$ cat config.mk
export PLATFORM = sky130hd
export DESIGN_NAME = line_rasterizer_3d_top
export DESIGN_NICKNAME = d
export VERILOG_FILES = /design/src/rtl/core/lr3_pkg.sv /design/src/rtl/core/lr3_setup.sv /design/src/rtl/core/lr3_step.sv /design/src/rtl/core/line_rasterizer_3d_top.sv
export VERILOG_INCLUDE_DIRS = /design/src /design/src/rtl/core
export SDC_FILE = /design/constraint.sdc
export NUM_CORES = 1
export LEC_CHECK = 0
export ABC_AREA = 0
export BUFFER_PORTS_ARGS = -buffer_cell sky130_fd_sc_hd__buf_2
export CAP_MARGIN = 25
export CORE_UTILIZATION = 55
export CTS_CLUSTER_SIZE = 10
export DETAILED_ROUTE_END_ITERATION = 8
export PLACE_DENSITY = 0.8
export SYNTH_ARGS = -nofsm -noshare
export SYNTH_HDL_FRONTEND = slang
export SYNTH_SLANG_ARGS = --single-unit
$ cat constraint.sdc
create_clock -name clk -period 17.25 [get_ports clk]
set_clock_uncertainty 0.1 [all_clocks]
set_input_delay 0.8625 -clock clk [delete_from_list [all_inputs] [get_ports clk]]
set_output_delay 0.8625 -clock clk [all_outputs]
set_load 0.05 [all_outputs]
$ cat src/rtl/core/line_rasterizer_3d_top_macros.svh
// ----------------------------------------------------------------------------
// Assertion macros for the 3D line rasterizer
// Concurrent check wrappers; define ASSERT_OFF to compile them out.
// ----------------------------------------------------------------------------
`ifndef LINE_RASTERIZER_3D_TOP_MACROS_SVH
`define LINE_RASTERIZER_3D_TOP_MACROS_SVH

`ifndef ASSERT_OFF

// prop must hold at every clock edge out of reset
`define LR3_ASSERT(name, clk, rst, prop, msg) \
  name: assert property (@(posedge clk) disable iff (rst) prop) else $error(msg);

// cond must never be true out of reset
`define LR3_NEVER(name, clk, rst, cond, msg) \
  name: assert property (@(posedge clk) disable iff (rst) !(cond)) else $error(msg);

`else

`define LR3_ASSERT(name, clk, rst, prop, msg)
`define LR3_NEVER(name, clk, rst, cond, msg)

`endif

`endif

$ cat src/rtl/core/lr3_pkg.sv
// ----------------------------------------------------------------------------
// lr3_pkg
// Shared types and constants of the 3D line rasterizer.
// ----------------------------------------------------------------------------
package lr3_pkg;

  // item kinds on the input stream (tuser)
  typedef enum logic {
    CMD_START = 1'b0,
    CMD_NEXT  = 1'b1
  } cmd_t;

  // dominant axis of a line
  typedef enum logic [1:0] {
    AXIS_X = 2'd0,
    AXIS_Y = 2'd1,
    AXIS_Z = 2'd2
  } axis_t;

  // per-line stepping control
  typedef struct packed {
    logic [2:0] step_signs;  // bit i set: axis i steps down
    axis_t      major;
  } ctl_t;

  // config register indexes
  localparam logic [1:0] REG_SCREEN_WIDTH  = 2'd0;
  localparam logic [1:0] REG_SCREEN_HEIGHT = 2'd1;
  localparam logic [1:0] REG_DEPTH_NEAR    = 2'd2;
  localparam logic [1:0] REG_DEPTH_FAR     = 2'd3;

  localparam int SCREEN_BITS = 13;
  localparam int DEPTH_BITS  = 15;

  localparam logic [SCREEN_BITS-1:0] SCREEN_WIDTH_RST  = 13'd800;
  localparam logic [SCREEN_BITS-1:0] SCREEN_HEIGHT_RST = 13'd800;
  localparam logic [DEPTH_BITS-1:0]  DEPTH_NEAR_RST    = 15'd1;
  localparam logic [DEPTH_BITS-1:0]  DEPTH_FAR_RST     = 15'd100;

endpackage

$ cat src/rtl/core/lr3_setup.sv
// ----------------------------------------------------------------------------
// lr3_setup
// Line setup: deltas, dominant axis, doubled deltas and initial error terms.
// ----------------------------------------------------------------------------
module lr3_setup import lr3_pkg::*; #(
  parameter int COORD_BITS = 16
) (
  input  logic signed [COORD_BITS-1:0] start_x,
  input  logic signed [COORD_BITS-1:0] start_y,
  input  logic signed [COORD_BITS-1:0] start_z,
  input  logic signed [COORD_BITS-1:0] end_x,
  input  logic signed [COORD_BITS-1:0] end_y,
  input  logic signed [COORD_BITS-1:0] end_z,
  output ctl_t                         ctl,
  output logic        [COORD_BITS:0]   twice_dx,
  output logic        [COORD_BITS:0]   twice_dy,
  output logic        [COORD_BITS:0]   twice_dz,
  output logic signed [COORD_BITS+2:0] err_first,
  output logic signed [COORD_BITS+2:0] err_second,
  output logic        [COORD_BITS-1:0] length
);

  localparam int C = COORD_BITS;

  logic signed [C:0]   dx, dy, dz, ndx, ndy, ndz;
  logic        [C-1:0] lx, ly, lz, l_maj;
  logic        [C:0]   t_m1, t_m2;

  // deltas, one bit wider than a coordinate
  assign dx  = {end_x[C-1], end_x} - {start_x[C-1], start_x};
  assign dy  = {end_y[C-1], end_y} - {start_y[C-1], start_y};
  assign dz  = {end_z[C-1], end_z} - {start_z[C-1], start_z};
  assign ndx = -dx;
  assign ndy = -dy;
  assign ndz = -dz;

  // magnitudes always fit in C bits
  assign lx = dx[C] ? ndx[C-1:0] : dx[C-1:0];
  assign ly = dy[C] ? ndy[C-1:0] : dy[C-1:0];
  assign lz = dz[C] ? ndz[C-1:0] : dz[C-1:0];

  assign twice_dx = {lx, 1'b0};
  assign twice_dy = {ly, 1'b0};
  assign twice_dz = {lz, 1'b0};

  always_comb begin
    ctl.step_signs = {dz[C], dy[C], dx[C]};
    // ties go to x, then y
    if (lx >= ly && lx >= lz) begin
      ctl.major = AXIS_X;
      l_maj     = lx;
      t_m1      = twice_dy;
      t_m2      = twice_dz;
    end else if (ly >= lz) begin
      ctl.major = AXIS_Y;
      l_maj     = ly;
      t_m1      = twice_dx;
      t_m2      = twice_dz;
    end else begin
      ctl.major = AXIS_Z;
      l_maj     = lz;
      t_m1      = twice_dy;
      t_m2      = twice_dx;
    end
  end

  assign err_first  = $signed({2'b00, t_m1}) - $signed({3'b000, l_maj});
  assign err_second = $signed({2'b00, t_m2}) - $signed({3'b000, l_maj});
  assign length     = l_maj;

endmodule

$ cat src/rtl/core/lr3_step.sv
// ----------------------------------------------------------------------------
// lr3_step
// One Bresenham step plus screen and depth clipping of the current pixel.
// ----------------------------------------------------------------------------
module lr3_step import lr3_pkg::*; #(
  parameter int COORD_BITS = 16
) (
  input  logic signed [COORD_BITS-1:0] cur_x,
  input  logic signed [COORD_BITS-1:0] cur_y,
  input  logic signed [COORD_BITS-1:0] cur_z,
  input  logic signed [COORD_BITS+2:0] err_first,
  input  logic signed [COORD_BITS+2:0] err_second,
  input  logic        [COORD_BITS:0]   twice_dx,
  input  logic        [COORD_BITS:0]   twice_dy,
  input  logic        [COORD_BITS:0]   twice_dz,
  input  ctl_t                         ctl,
  input  logic        [COORD_BITS-1:0] pixels_left,
  input  logic        [SCREEN_BITS-1:0] screen_width,
  input  logic        [SCREEN_BITS-1:0] screen_height,
  input  logic        [DEPTH_BITS-1:0]  depth_near,
  input  logic        [DEPTH_BITS-1:0]  depth_far,
  output logic signed [COORD_BITS-1:0] cur_x_next,
  output logic signed [COORD_BITS-1:0] cur_y_next,
  output logic signed [COORD_BITS-1:0] cur_z_next,
  output logic signed [COORD_BITS+2:0] err_first_next,
  output logic signed [COORD_BITS+2:0] err_second_next,
  output logic        [COORD_BITS-1:0] pixels_left_next,
  output logic                         in_view,
  output logic                         last_pixel
);

  localparam int C  = COORD_BITS;
  localparam int XW = ((C > SCREEN_BITS) ? C : SCREEN_BITS) + 1;
  localparam int ZW = ((C > DEPTH_BITS) ? C : DEPTH_BITS) + 1;
  localparam logic [C-1:0] UNIT = C'(1);

  logic          e1_pos, e2_pos;
  logic          inc_x, inc_y, inc_z;
  logic [C:0]    t_maj, t_m1, t_m2;
  logic signed [XW-1:0] xe, ye, we, he;
  logic signed [ZW-1:0] ze, ne, fe;

  assign e1_pos = !err_first[C+2]  && (err_first  != '0);
  assign e2_pos = !err_second[C+2] && (err_second != '0);

  always_comb begin
    t_maj = twice_dz;
    t_m1  = twice_dy;
    t_m2  = twice_dx;
    inc_x = e2_pos;
    inc_y = e1_pos;
    inc_z = 1'b1;
    unique case (ctl.major)
      AXIS_X: begin
        t_maj = twice_dx;
        t_m1  = twice_dy;
        t_m2  = twice_dz;
        inc_x = 1'b1;
        inc_y = e1_pos;
        inc_z = e2_pos;
      end
      AXIS_Y: begin
        t_maj = twice_dy;
        t_m1  = twice_dx;
        t_m2  = twice_dz;
        inc_x = e1_pos;
        inc_y = 1'b1;
        inc_z = e2_pos;
      end
      default: begin
        // z major, the defaults above
      end
    endcase
  end

  assign err_first_next = err_first
                        - (e1_pos ? $signed({2'b00, t_maj}) : '0)
                        + $signed({2'b00, t_m1});
  assign err_second_next = err_second
                         - (e2_pos ? $signed({2'b00, t_maj}) : '0)
                         + $signed({2'b00, t_m2});

  assign cur_x_next = inc_x ? (ctl.step_signs[0] ? cur_x - UNIT : cur_x + UNIT) : cur_x;
  assign cur_y_next = inc_y ? (ctl.step_signs[1] ? cur_y - UNIT : cur_y + UNIT) : cur_y;
  assign cur_z_next = inc_z ? (ctl.step_signs[2] ? cur_z - UNIT : cur_z + UNIT) : cur_z;

  assign pixels_left_next = pixels_left - UNIT;
  assign last_pixel       = (pixels_left == '0);

  // clipping, compared at a common signed width
  assign xe = {{(XW-C){cur_x[C-1]}}, cur_x};
  assign ye = {{(XW-C){cur_y[C-1]}}, cur_y};
  assign we = {{(XW-SCREEN_BITS){1'b0}}, screen_width};
  assign he = {{(XW-SCREEN_BITS){1'b0}}, screen_height};
  assign ze = {{(ZW-C){cur_z[C-1]}}, cur_z};
  assign ne = {{(ZW-DEPTH_BITS){1'b0}}, depth_near};
  assign fe = {{(ZW-DEPTH_BITS){1'b0}}, depth_far};

  assign in_view = !cur_x[C-1] && (xe < we) &&
                   !cur_y[C-1] && (ye < he) &&
                   (ze >= ne) && (ze <= fe);

endmodule

$ cat src/rtl/core/line_rasterizer_3d_top.sv
// ----------------------------------------------------------------------------
// line_rasterizer_3d_top
// Three-axis Bresenham line generator with screen and depth clipping.
// ----------------------------------------------------------------------------
// A start item (tuser = 0) loads two endpoints and a color and emits nothing;
// each next item (tuser = 1) then emits one pixel, endpoints included, so a
// line gives (dominant length + 1) pixels with tlast on the final one. A next
// item with no line in progress is consumed and emits nothing; a start item
// replaces any line in progress. The block takes one item per clock unless a
// next item that would emit a pixel waits on a stalled consumer. An item
// sits in the input register while the setup or step logic works on it,
// and its pixel is registered in the output register when the item is
// consumed. While a pixel waits on a stalled consumer the input register
// still takes one more item; a next item that would emit a pixel then waits
// there, while start items and next items with no line in progress keep
// flowing. Screen and depth limits come from the config port and should only
// be changed while no line is running.
`include "line_rasterizer_3d_top_macros.svh"

module line_rasterizer_3d_top import lr3_pkg::*; #(
  parameter int COORD_BITS = 16
) (
  input  logic                   clk,
  input  logic                   rst,
  // input stream
  input  logic                   s_tvalid,
  output logic                   s_tready,
  // tdata, low bit up: start_x, start_y, start_z, end_x, end_y, end_z,
  // argb_color, zero fill to whole bytes
  input  logic [((6*COORD_BITS+32+7)/8)*8-1:0] s_tdata,
  // tuser: cmd
  input  logic                   s_tuser,
  // output stream
  output logic                   m_tvalid,
  input  logic                   m_tready,
  // tdata, low bit up: pixel_x, pixel_y, pixel_z, pixel_color, zero fill
  output logic [((3*COORD_BITS+32+7)/8)*8-1:0] m_tdata,
  // tuser: in_view
  output logic                   m_tuser,
  // tlast: last_pixel
  output logic                   m_tlast,
  // config write port
  input  logic                   cfg_wen,
  input  logic [1:0]             cfg_addr,
  input  logic [DEPTH_BITS-1:0]  cfg_wdata
);

  localparam int C     = COORD_BITS;
  localparam int IN_W  = 6*C + 32;
  localparam int OUT_W = ((3*C + 32 + 7) / 8) * 8;

  // ---- config registers ----
  logic [SCREEN_BITS-1:0] screen_width, screen_height;
  logic [DEPTH_BITS-1:0]  depth_near, depth_far;

  always_ff @(posedge clk) begin
    if (rst) begin
      screen_width  <= SCREEN_WIDTH_RST;
      screen_height <= SCREEN_HEIGHT_RST;
      depth_near    <= DEPTH_NEAR_RST;
      depth_far     <= DEPTH_FAR_RST;
    end else if (cfg_wen) begin
      unique case (cfg_addr)
        REG_SCREEN_WIDTH:  screen_width  <= cfg_wdata[SCREEN_BITS-1:0];
        REG_SCREEN_HEIGHT: screen_height <= cfg_wdata[SCREEN_BITS-1:0];
        REG_DEPTH_NEAR:    depth_near    <= cfg_wdata;
        REG_DEPTH_FAR:     depth_far     <= cfg_wdata;
        default:           ;
      endcase
    end
  end

  // ---- input register ----
  logic            in_valid;
  cmd_t            in_cmd;
  logic [IN_W-1:0] in_data;
  logic            advance;   // input register item is consumed this cycle
  logic            produce;   // input register item would emit a pixel if consumed
  logic            line_active;
  logic            out_valid;

  assign produce  = (in_cmd == CMD_NEXT) && line_active;
  assign advance  = in_valid && (!produce || !out_valid || m_tready);
  assign s_tready = !in_valid || advance;

  always_ff @(posedge clk) begin
    if (rst) begin
      in_valid <= 1'b0;
    end else if (s_tready) begin
      in_valid <= s_tvalid;
    end
  end

  always_ff @(posedge clk) begin
    if (s_tvalid && s_tready) begin
      in_cmd  <= cmd_t'(s_tuser);
      in_data <= s_tdata[IN_W-1:0];
    end
  end

  // ---- line setup ----
  ctl_t                set_ctl;
  logic        [C:0]   set_tdx, set_tdy, set_tdz;
  logic signed [C+2:0] set_err1, set_err2;
  logic        [C-1:0] set_len;

  lr3_setup #(.COORD_BITS(C)) u_setup (
    .start_x    (in_data[C-1:0]),
    .start_y    (in_data[2*C-1:C]),
    .start_z    (in_data[3*C-1:2*C]),
    .end_x      (in_data[4*C-1:3*C]),
    .end_y      (in_data[5*C-1:4*C]),
    .end_z      (in_data[6*C-1:5*C]),
    .ctl        (set_ctl),
    .twice_dx   (set_tdx),
    .twice_dy   (set_tdy),
    .twice_dz   (set_tdz),
    .err_first  (set_err1),
    .err_second (set_err2),
    .length     (set_len)
  );

  // ---- line state ----
  logic signed [C-1:0] cur_x, cur_y, cur_z;
  logic signed [C+2:0] err_first, err_second;
  logic        [C:0]   twice_dx, twice_dy, twice_dz;
  ctl_t                ctl;
  logic        [C-1:0] pixels_left;
  logic        [31:0]  held_color;

  logic signed [C-1:0] cur_x_next, cur_y_next, cur_z_next;
  logic signed [C+2:0] err_first_next, err_second_next;
  logic        [C-1:0] pixels_left_next;
  logic                step_view, step_last;

  lr3_step #(.COORD_BITS(C)) u_step (
    .cur_x            (cur_x),
    .cur_y            (cur_y),
    .cur_z            (cur_z),
    .err_first        (err_first),
    .err_second       (err_second),
    .twice_dx         (twice_dx),
    .twice_dy         (twice_dy),
    .twice_dz         (twice_dz),
    .ctl              (ctl),
    .pixels_left      (pixels_left),
    .screen_width     (screen_width),
    .screen_height    (screen_height),
    .depth_near       (depth_near),
    .depth_far        (depth_far),
    .cur_x_next       (cur_x_next),
    .cur_y_next       (cur_y_next),
    .cur_z_next       (cur_z_next),
    .err_first_next   (err_first_next),
    .err_second_next  (err_second_next),
    .pixels_left_next (pixels_left_next),
    .in_view          (step_view),
    .last_pixel       (step_last)
  );

  always_ff @(posedge clk) begin
    if (rst) begin
      line_active <= 1'b0;
    end else if (advance) begin
      if (in_cmd == CMD_START) begin
        line_active <= 1'b1;
      end else if (produce && step_last) begin
        line_active <= 1'b0;
      end
    end
  end

  always_ff @(posedge clk) begin
    if (advance && in_cmd == CMD_START) begin
      cur_x       <= in_data[C-1:0];
      cur_y       <= in_data[2*C-1:C];
      cur_z       <= in_data[3*C-1:2*C];
      err_first   <= set_err1;
      err_second  <= set_err2;
      twice_dx    <= set_tdx;
      twice_dy    <= set_tdy;
      twice_dz    <= set_tdz;
      ctl         <= set_ctl;
      pixels_left <= set_len;
      held_color  <= in_data[IN_W-1:6*C];
    end else if (advance && produce && !step_last) begin
      cur_x       <= cur_x_next;
      cur_y       <= cur_y_next;
      cur_z       <= cur_z_next;
      err_first   <= err_first_next;
      err_second  <= err_second_next;
      pixels_left <= pixels_left_next;
    end
  end

  // ---- result register ----
  logic signed [C-1:0] out_x, out_y, out_z;
  logic        [31:0]  out_color;
  logic                out_view, out_last;

  always_ff @(posedge clk) begin
    if (rst) begin
      out_valid <= 1'b0;
    end else if (advance && produce) begin
      out_valid <= 1'b1;
    end else if (m_tready) begin
      out_valid <= 1'b0;
    end
  end

  always_ff @(posedge clk) begin
    if (advance && produce) begin
      out_x     <= cur_x;
      out_y     <= cur_y;
      out_z     <= cur_z;
      out_color <= held_color;
      out_view  <= step_view;
      out_last  <= step_last;
    end
  end

  assign m_tvalid = out_valid;
  assign m_tdata  = OUT_W'({out_color, out_z, out_y, out_x});
  assign m_tuser  = out_view;
  assign m_tlast  = out_last;

  // ---- checks ----
  // doubled delta of the dominant axis is never below the others
  logic major_ok;
  always_comb begin
    unique case (ctl.major)
      AXIS_X:  major_ok = (twice_dx >= twice_dy) && (twice_dx >= twice_dz);
      AXIS_Y:  major_ok = (twice_dy >= twice_dx) && (twice_dy >= twice_dz);
      default: major_ok = (twice_dz >= twice_dx) && (twice_dz >= twice_dy);
    endcase
  end

  `LR3_NEVER(a_major_dominant, clk, rst, line_active && !major_ok, "major axis not dominant")
  `LR3_ASSERT(a_pixel_source, clk, rst, $rose(out_valid) |-> $past(advance && produce), "pixel without next item")
  `LR3_ASSERT(a_line_end, clk, rst, $fell(line_active) |-> out_valid && out_last, "line ended without last pixel")

endmodule

# Word level (Yosys, flattened, before mapping)

Cells that the tools add are included.

Output and inout port bits: 84
Input port bits: 151
Register bits after elaboration: 457
Word-level logic and storage cells: 144

Bitwise gates (word level): 1
Add/subtract/negate cells: 19
Muxes and demuxes: 40
Reduce and logical (&&, ||, !) cells: 45
Order comparisons: 7
Eq/ne operators: 5

Operators by type and width:

| cell                  | count |
|---|---|
| $mux 16               | 19 |
| $mux 17               | 8 |
| $mux 19               | 4 |
| $ge 16x16->1          | 4 |
| $sub 16x1->16 const B | 4 |
| $sub 16x16->17        | 3 |
| $add 16x1->16 const B | 3 |
| $neg 16->16           | 3 |
| $add 19x17->19        | 2 |
| $reduce_bool 19->1    | 2 |
| $sub 19x19->19        | 2 |
| $sub 17x16->18        | 2 |
| $pmux 17 s2           | 1 |
| $lt 16x14->1          | 2 |
| $le 16x16->1          | 1 |
| $logic_not 16->1      | 1 |
| $reduce_and 2->1      | 8 |
| $logic_and 1x1->1     | 15 |
| $reduce_bool 2->1     | 5 |
| $logic_not 1->1       | 8 |
| $mux 1                | 6 |
| $eq 2x1->1 const B    | 2 |
| $eq 2x2->1 const B    | 2 |
| $logic_not 2->1       | 2 |
| other kinds (6)       | 8 |

# Depth between registers and ports, before layout

Gate-level depths: netlist (run 1).

Depth after elaboration: 9
Mapped depth: 40
Gate-level depth less buffers: 36

# Modules after synthesis

A second synthesis (run 1) with hierarchy kept.

Cell total of the unflattened synthesis: 3,215
Area, all modules: 30,694.4 um^2

By module, submodules not included:

| module                 | times used | cells an instance | area an instance (um^2) | seq. area each (um^2) |
|---|---|---|---|---|
| line_rasterizer_3d_top | 1          | 995               | 15,451.1                | 13,222.7 |
| lr3_step               | 1          | 1,119             | 7,845.0                 | 0.0 |
| lr3_setup              | 1          | 1,101             | 7,398.3                 | 0.0 |

# Worst setup path after synthesis (run 1)

No wires, ideal clock.

Kind: register to register
Start: register in_data[16]
End: register err_first[18] (data pin)
Arrival: 7.312 ns
Library setup time: 0.398 ns
Period minus slack after synthesis: 7.810 ns
Stages on the path, launching flop included: 34
Buffers on the path: 2
Setup slack: 9.440 ns
Data required time: 16.752 ns
Cells stage by stage: edfxtp_1 -> ha_1 -> fa_1 -> nand2b_1 -> a211oi_2 -> o21ai_0 -> xnor2_1 -> or3b_4 -> and3_1 -> or2_1 -> ha_1 -> a21oi_1 -> nand2_1 -> nor2_1 -> o211ai_1 -> nor2b_1 -> and4_1 -> a211oi_1 -> o311a_1 -> o21ai_1 -> a21oi_1 -> o221a_1 -> buf_4 -> clkbuf_1 -> mux2_2 -> ha_1 -> nand3_1 -> nor2_1 -> nand2_1 -> o31ai_1 -> nor2_1 -> a2111oi_0 -> o21a_1 -> o22ai_1

Word-level cells in the longest chain between the ends: 8
Elaborated cells between the ends (all ways): 12
Classes of those cells: add/sub: 3; order compare: 2; mux: 6; reduce/logical: 1

Ends and longest elaborated chain:

| item                                      | line                             | text |
|---|---|---|
| start: declaration                        | line_rasterizer_3d_top.sv:76     | `logic [IN_W-1:0] in_data;` |
| start signal: assignment                  | line_rasterizer_3d_top.sv:97     | `in_data <= s_tdata[IN_W-1:0];` |
| $sub 16x16->17 *                          | lr3_setup.sv:31                  | `assign dy = {end_y[C-1], end_y} - {start_y[C-1], start_y};` |
| $neg 16->16                               | lr3_setup.sv:34                  | `assign ndy = -dy;` |
| $mux 16 *                                 | lr3_setup.sv:39                  | `assign ly = dy[C] ? ndy[C-1:0] : dy[C-1:0];` |
| $ge 16x16->1 (on tied branches)           | lr3_setup.sv:54, lr3_setup.sv:49 |  |
| $mux 17 (tied with other cells)           | lr3_setup.sv:54                  | `end else if (ly >= lz) begin` |
| $mux 17 / $mux 16 (equally long branches) | lr3_setup.sv:49                  | `if (lx >= ly && lx >= lz) begin` |
| $sub 17x16->18 *                          | lr3_setup.sv:67                  | `assign err_first = $signed({2'b00, t_m1}) - $signed({3'b000, l_maj});` |
| $mux 19 *                                 | line_rasterizer_3d_top.sv:174    | `if (advance && in_cmd == CMD_START) begin` |
| end signal: assignment                    | line_rasterizer_3d_top.sv:178    | `err_first <= set_err1;` |
| end signal: assignment                    | line_rasterizer_3d_top.sv:190    | `err_first <= err_first_next;` |
| end: declaration                          | line_rasterizer_3d_top.sv:125    | `logic signed [C+2:0] err_first, err_second;` |

Mark *: on every way between the ends. The rest lies on a longest branch, timed or not.
A chain may end at the register's enable or synchronous reset.

==> results of run 1 <==
==> power breakdown <==
part | switching [mW] | internal [mW] | total (mW)
Combinational | 2.25 | 1.46 | 3.71
Sequential | 0.0635 | 1.38 | 1.44
Clock | 0.448 | 0.600 | 1.05
==> state kept, by name, indices dropped and copies added, names as in the netlist, 16 cells and up <==
| signal | flops |
|---|---|
| out_y | 16 |
| err_first | 19 |
| cur_z | 16 |
| twice_dx | 16 |
| out_x | 16 |
| cur_x | 16 |
| in_data | 128 |
| out_z | 16 |
| held_color | 32 |
| err_second | 18 |
| out_color | 32 |
| pixels_left | 16 |
| twice_dz | 16 |
| cur_y | 16 |
| twice_dy | 16 |
==> critical path, delay by kind of cell, from the launching register on <==
| family | cells | cell delay (ns) |
|---|---|---|
| DFF | 1 | 0.40 |
| AOI/OAI and AO/OA | 17 | 5.31 |
| and+or+nand+nor | 7 | 0.98 |
| adders and majority gates | 4 | 1.40 |
| buffers and inverters | 3 | 0.66 |
| muxes | 1 | 0.37 |
==> layout by cell type, fill, tap and decap left out, types with 59 or more instances in the layout <==
master	Yosys	layout
nor2_1	212	212
ha_1	242	242
o21ai_0	153	153
mux2i_1	67	67
a21oi_1	256	255
inv_1	329	327
xnor2_1	97	97
nand2_1	250	250
edfxtp_1	397	397
dfxtp_1	59	59
buf_2	6	235
==> metal layers <==
| metal | vias to the layer above | wire length [µm] |
|---|---|---|
| met3 | 206 | 6181 |
| met5 | - | 0 |
| met2 | 996 | 37130 |
| met4 | 0 | 3233 |
| met1 | 10756 | 33060 |
| li1 | 10664 | - |
==> layout make-up <==
class	count	share of cell area
Clock inverter	10	0.003821
Timing Repair Buffer	252	0.04084
Multi-Input combinational cell	1985	0.4408
Clock buffer	84	0.04547
Sequential cell	456	0.4042
Inverter	332	0.03860
Tap cell	680	0.02625
==> worst max-delay path by stage <==
stage          slack, ns       endpoint  cells past startpoint
3_3_place_gp        8.26  err_first[18]                     32
3_5_place_dp        8.01  err_first[18]                     32
4_1_cts             7.91  err_first[18]                     32
6_report            7.72  err_first[18]                     32
2_1_floorplan       9.44  err_first[18]                     33
5_1_grt             6.91  err_first[18]                     32
==> per-stage QoR <==
step                      instance area (µm²)  power, mW  hold slack [ns]  std cells
after global routing                    32410      6.619           0.3065       3799
after floorplan                         28970      4.213           0.3003       2857
final                                   32410      6.202           0.3103       3799
after global placement                  30780      4.981           0.3002       3703
after CTS                               32390      6.152           0.2976       3798
after detailed placement                30790      5.079           0.3045       3704
==> cell families after synthesis <==
kind of cell / synth area share
simple gates: 0.1225
compound gates: 0.1606
flops: 0.4524
buf+inv: 0.05533
fa+ha+maj: 0.1347
xor+xnor: 0.04734
mux: 0.02713
==> metrics, run 1 <==
status finished clean; RSZ-0062 raised after global routing no; Site Rows 83; power per cell area 191.3 mW/mm²; initial antenna violation count 1; total grt overflow 0; WHS Path Cells 0; setup TNS 0 ns; Tcrit/Tclk final 0.5524; Layout Nets 3514; I/O Buffers 234; first-pass iteration count of the detailed router 8; worst reg-to-reg setup slack 7.72 ns; ratio of cells with drive above 1 in the final layout 0.1295; clk_lat worst skew 0.61 ns; clock slew at reported path FFs 0.06 ns; number of primary I/O pins between 200 and 250; Reg area 0.01310 mm²; Multi-input gate area ~0.014 mm²; # hold bufs at CTS 0; top cells by area, synth edfxtp_1 (41%), ha_1 (10%), a21oi_1 (4.4%); # resized after CTS 0; Peak Freq around 0.10 GHz; Worst Setup SP in_data[16]; first-pass GRT wire length 122900 µm; Slew Limit Fails 0; CTS Buf Count 54; Cell Area, Synth 0.02897 mm²; Post-CTS Setup Inserts 0; vias in the first global route 22183; Total GRT Usage 0.2958; wire per inst 20.95 µm; Setup crit end kind flip-flop; Clock Tree Root clkbuf_16; die width 231.5 µm; post-synthesis sequential area ratio 0.4524; Syn Inst Count 2857; Post-Syn Nets 3290; ANT nets after route 0; Lkg Pwr 13.50 nW; r2r endpoint err_first[18]; CP max-delay cell a2111oi_0; ys flop type edfxtp_1; FFs w/ async S/R, synth 0; met2 Track Usage GR 0.4911; Max Cap Viol 0; vias per inst 5.955; reg2reg start in_data[16]; cell taking the most area after synthesis edfxtp_1; die area 0.05359 mm²; data required time at the worst endpoint 17.47 ns; worst slew pin tran between 1 and 1.5 ns; YS warnings 0; CP max FO 15; largest net degree at the start of global routing 102; hpwl dp 59870 µm; clk sink count approximately 460; Yosys reg bits 456; Post-synth EDFFs 397; H-tree levels 2; setup violators final 0; Worst setup SP type flip-flop; DRC errors left 0; critical setup path kind reg2reg; CP max stage delay about 0.71 ns; drt total wl 79600 µm; Max-slew headroom 0.2365; FILL cells 4102; most frequent cell after synthesis edfxtp_1; Avg Cell Area, Syn 10.14 µm²; Synth top cells by count edfxtp_1 (397), inv_1 (329), a21oi_1 (256), nand2_1 (250), ha_1 (242); worst slack, placed 8.009 ns; met3 GRT Util 0.04368; Ant. Diodes 0; Starting Density 0.5601; worst hold start held_color[17]; GP Congestion 1.007; core box area 0.05172 mm²; minimum clock period ~9.5 ns; CTS tree yes; setup ws final 7.722 ns; DR vias 22622; P&R area growth vs syn 11.91%; grt peak-use layer met2; die height 231.5 µm; Worst Hold Path EP out_color[17]; reg2reg path depth 32; met1 Usage GRT 0.3881; Critical Path AT between 9 and 10 ns; Worst Hold Class reg2reg; Post-Route Utilization 0.6268; Distinct cells, synth 104; Clock Tree Buf Depth 3; share of the synthesized area in the top cell type 0.4116; Final Hold Fails 0; initial DRC count ~2000; Peak VDD IR 0.0001491 V
(Power assumes the default switching activity.)
==> inputs of run 2 (changes only) <==
==> constraint.sdc (replaced) <==
create_clock -name clk -period 9.2 [get_ports clk]
set_clock_uncertainty 0.1 [all_clocks]
set_input_delay 0.46 -clock clk [delete_from_list [all_inputs] [get_ports clk]]
set_output_delay 0.46 -clock clk [all_outputs]
set_load 0.05 [all_outputs]
==> run 2 against run 1 <==
Effect of this change:
- total power increased by 94%
- sequential share of layout area decreased by 1.9 points
- die area stayed put
==> metrics, run 2 (synthesis results as in run 1) <==
most common cell after layout, fill and taps aside edfxtp_1; power consumption 12.03 mW; worst slew pin tran 1.142 ns; Post-Route Utilization 0.6573; Site Rows 83; hpwl dp 60230 µm; Slew Limit Fails 0; WHS Path Cells 3; most flop-heavy register in_data; drt total wl about 84000 µm; Worst Hold Class in2reg; FILL cells around 4000; CTS Buf Count 54; Layout Nets 3674; setup violators final 0; Total GRT Usage 0.3089; DRC errors left 0; CP max FO 14; Cell Count, Final, Fillers Out roughly 4000; die width 231.5 µm; Clock Tree Root clkbuf_16; Clock Tree Buf Depth 3; vias in the first global route 23108; minimum clock period 8.569 ns; reg2reg path depth 30; max reg flops 128; Max Cap Viol 0; DR vias 23669; Final Hold Fails 0; Reg area 0.01310 mm²; clock slew at reported path FFs about 0.060 ns; critical setup path kind reg2reg; Peak Freq 0.1167 GHz; core box area 0.05172 mm²; Multi-input gate area 0.01430 mm²; largest net degree at the start of global routing approximately 110; first-pass iteration count of the detailed router 6; H-tree levels 2; total grt overflow 0; first-pass GRT wire length ~130000 µm; setup TNS 0 ns; wire per inst 21.09 µm; CP most frequent cell ha_1; number of primary I/O pins between 200 and 250; largest registers in_data: 128 flops, held_color: 32 flops, out_color: 32 flops; initial DRC count between 2000 and 2500; clk_lat worst skew 0.63 ns; WL met1 34280 µm; Peak VDD IR approximately 0.0004 V; power per cell area 353.8 mW/mm²; clk sink count 456; I/O Buffers 234; CTS tree yes; data required time at the worst endpoint 9.42 ns; RSZ-0062 raised after global routing no; status finished clean; ANT nets after route 0; routed wl met3 6384 µm; ratio of cells with drive above 1 in the final layout 0.1333; Starting Density 0.5601; Setup crit end kind flip-flop; GP Congestion slightly below 1; Max-slew headroom 0.2318; Worst setup SP type flip-flop; commonest non-fill, non-tap cells in the layout edfxtp_1 (397), inv_1 (327), a21oi_1 (254); CP max stage delay approximately 0.52 ns; die height 231.5 µm; vias per inst 5.979; placed cells 3732; CP max-delay cell o21ai_2; die area 0.05359 mm²; Tcrit/Tclk final 0.9314; Critical Path AT between 8 and 9 ns; initial antenna violation count 0; met2 WL ~40000 µm; Lkg Pwr 14.20 nW; P&R area growth vs syn 17.36%; top sig layer met4
run 2: power breakdown:
part / internal, mW / leakage (nW) / total [mW] / switching, mW
clock: 1.17 / 0.786 / 2.04 / 0.868
sequential: 2.58 / 4.18 / 2.72 / 0.134
combinational: 2.91 / 9.23 / 7.27 / 4.36
total: 6.67 / 14.2 / 12.0 / 5.36
run 2: worst max-delay path: cells and delay by family (launching register included):
family / cells / cell delay (ns)
XOR/XNOR: 1 / 0.45
adder cells (fa/ha/maj): 4 / 1.42
buffers and inverters: 1 / 0.19
AND/OR/NAND/NOR: 6 / 1.02
flip-flops: 1 / 0.40
AO/OA/AOI/OAI: 18 / 4.67
run 2: layer usage:
| layer | track usage | vias up |
|---|---|---|
| met5 | 0 | - |
| met4 | 0.1180 | 0 |
| met3 | 0.03740 | 216 |
| met2 | 0.5189 | 1173 |
| met1 | 0.4077 | 11312 |
| li1 | - | 10968 |
run 2: layout make-up:
type	instances	share of cell area
Clock buffer	84	0.04398
Sequential cell	456	0.3854
Tap cell	680	0.02503
Timing Repair Buffer	412	0.08370
Clock inverter	9	0.004343
Antenna cell	1	0.00007361
Multi-Input combinational cell	1985	0.4206
Inverter	332	0.03681
run 2: path summary, 6_finish.rpt:
kind	start	to	slack [ns]
setup reg to reg	in_data[16]	err_second[14]	0.63
hold / removal	cfg_wdata[11]	screen_height[11]	0.03
hold reg to reg	held_color[19]	out_color[19]	0.31
setup / recovery	in_data[16]	err_second[14]	0.63
run 2: what timing repair did:
item	CTS	global route
endpoints found under the hold margin	133	0
buffers inserted	0	0
gates resized for setup	0	5
hold buffers	132	0
setup endpoints to repair	0	22
run 2: metrics by stage:
| step | cell area, µm² | worst slack (ns) | hold WS (ns) |
|---|---|---|---|
| after floorplan | 28970 | 1.390 | 0.3003 |
| after global placement | 31000 | 0.6487 | 0.3002 |
| after detailed placement | 31000 | 0.3657 | 0.3045 |
| after CTS | 33960 | 0.2915 | 0.0009037 |
| after global routing | 33990 | 0.01385 | 0.03369 |
| final | 34000 | 0.6309 | 0.02869 |
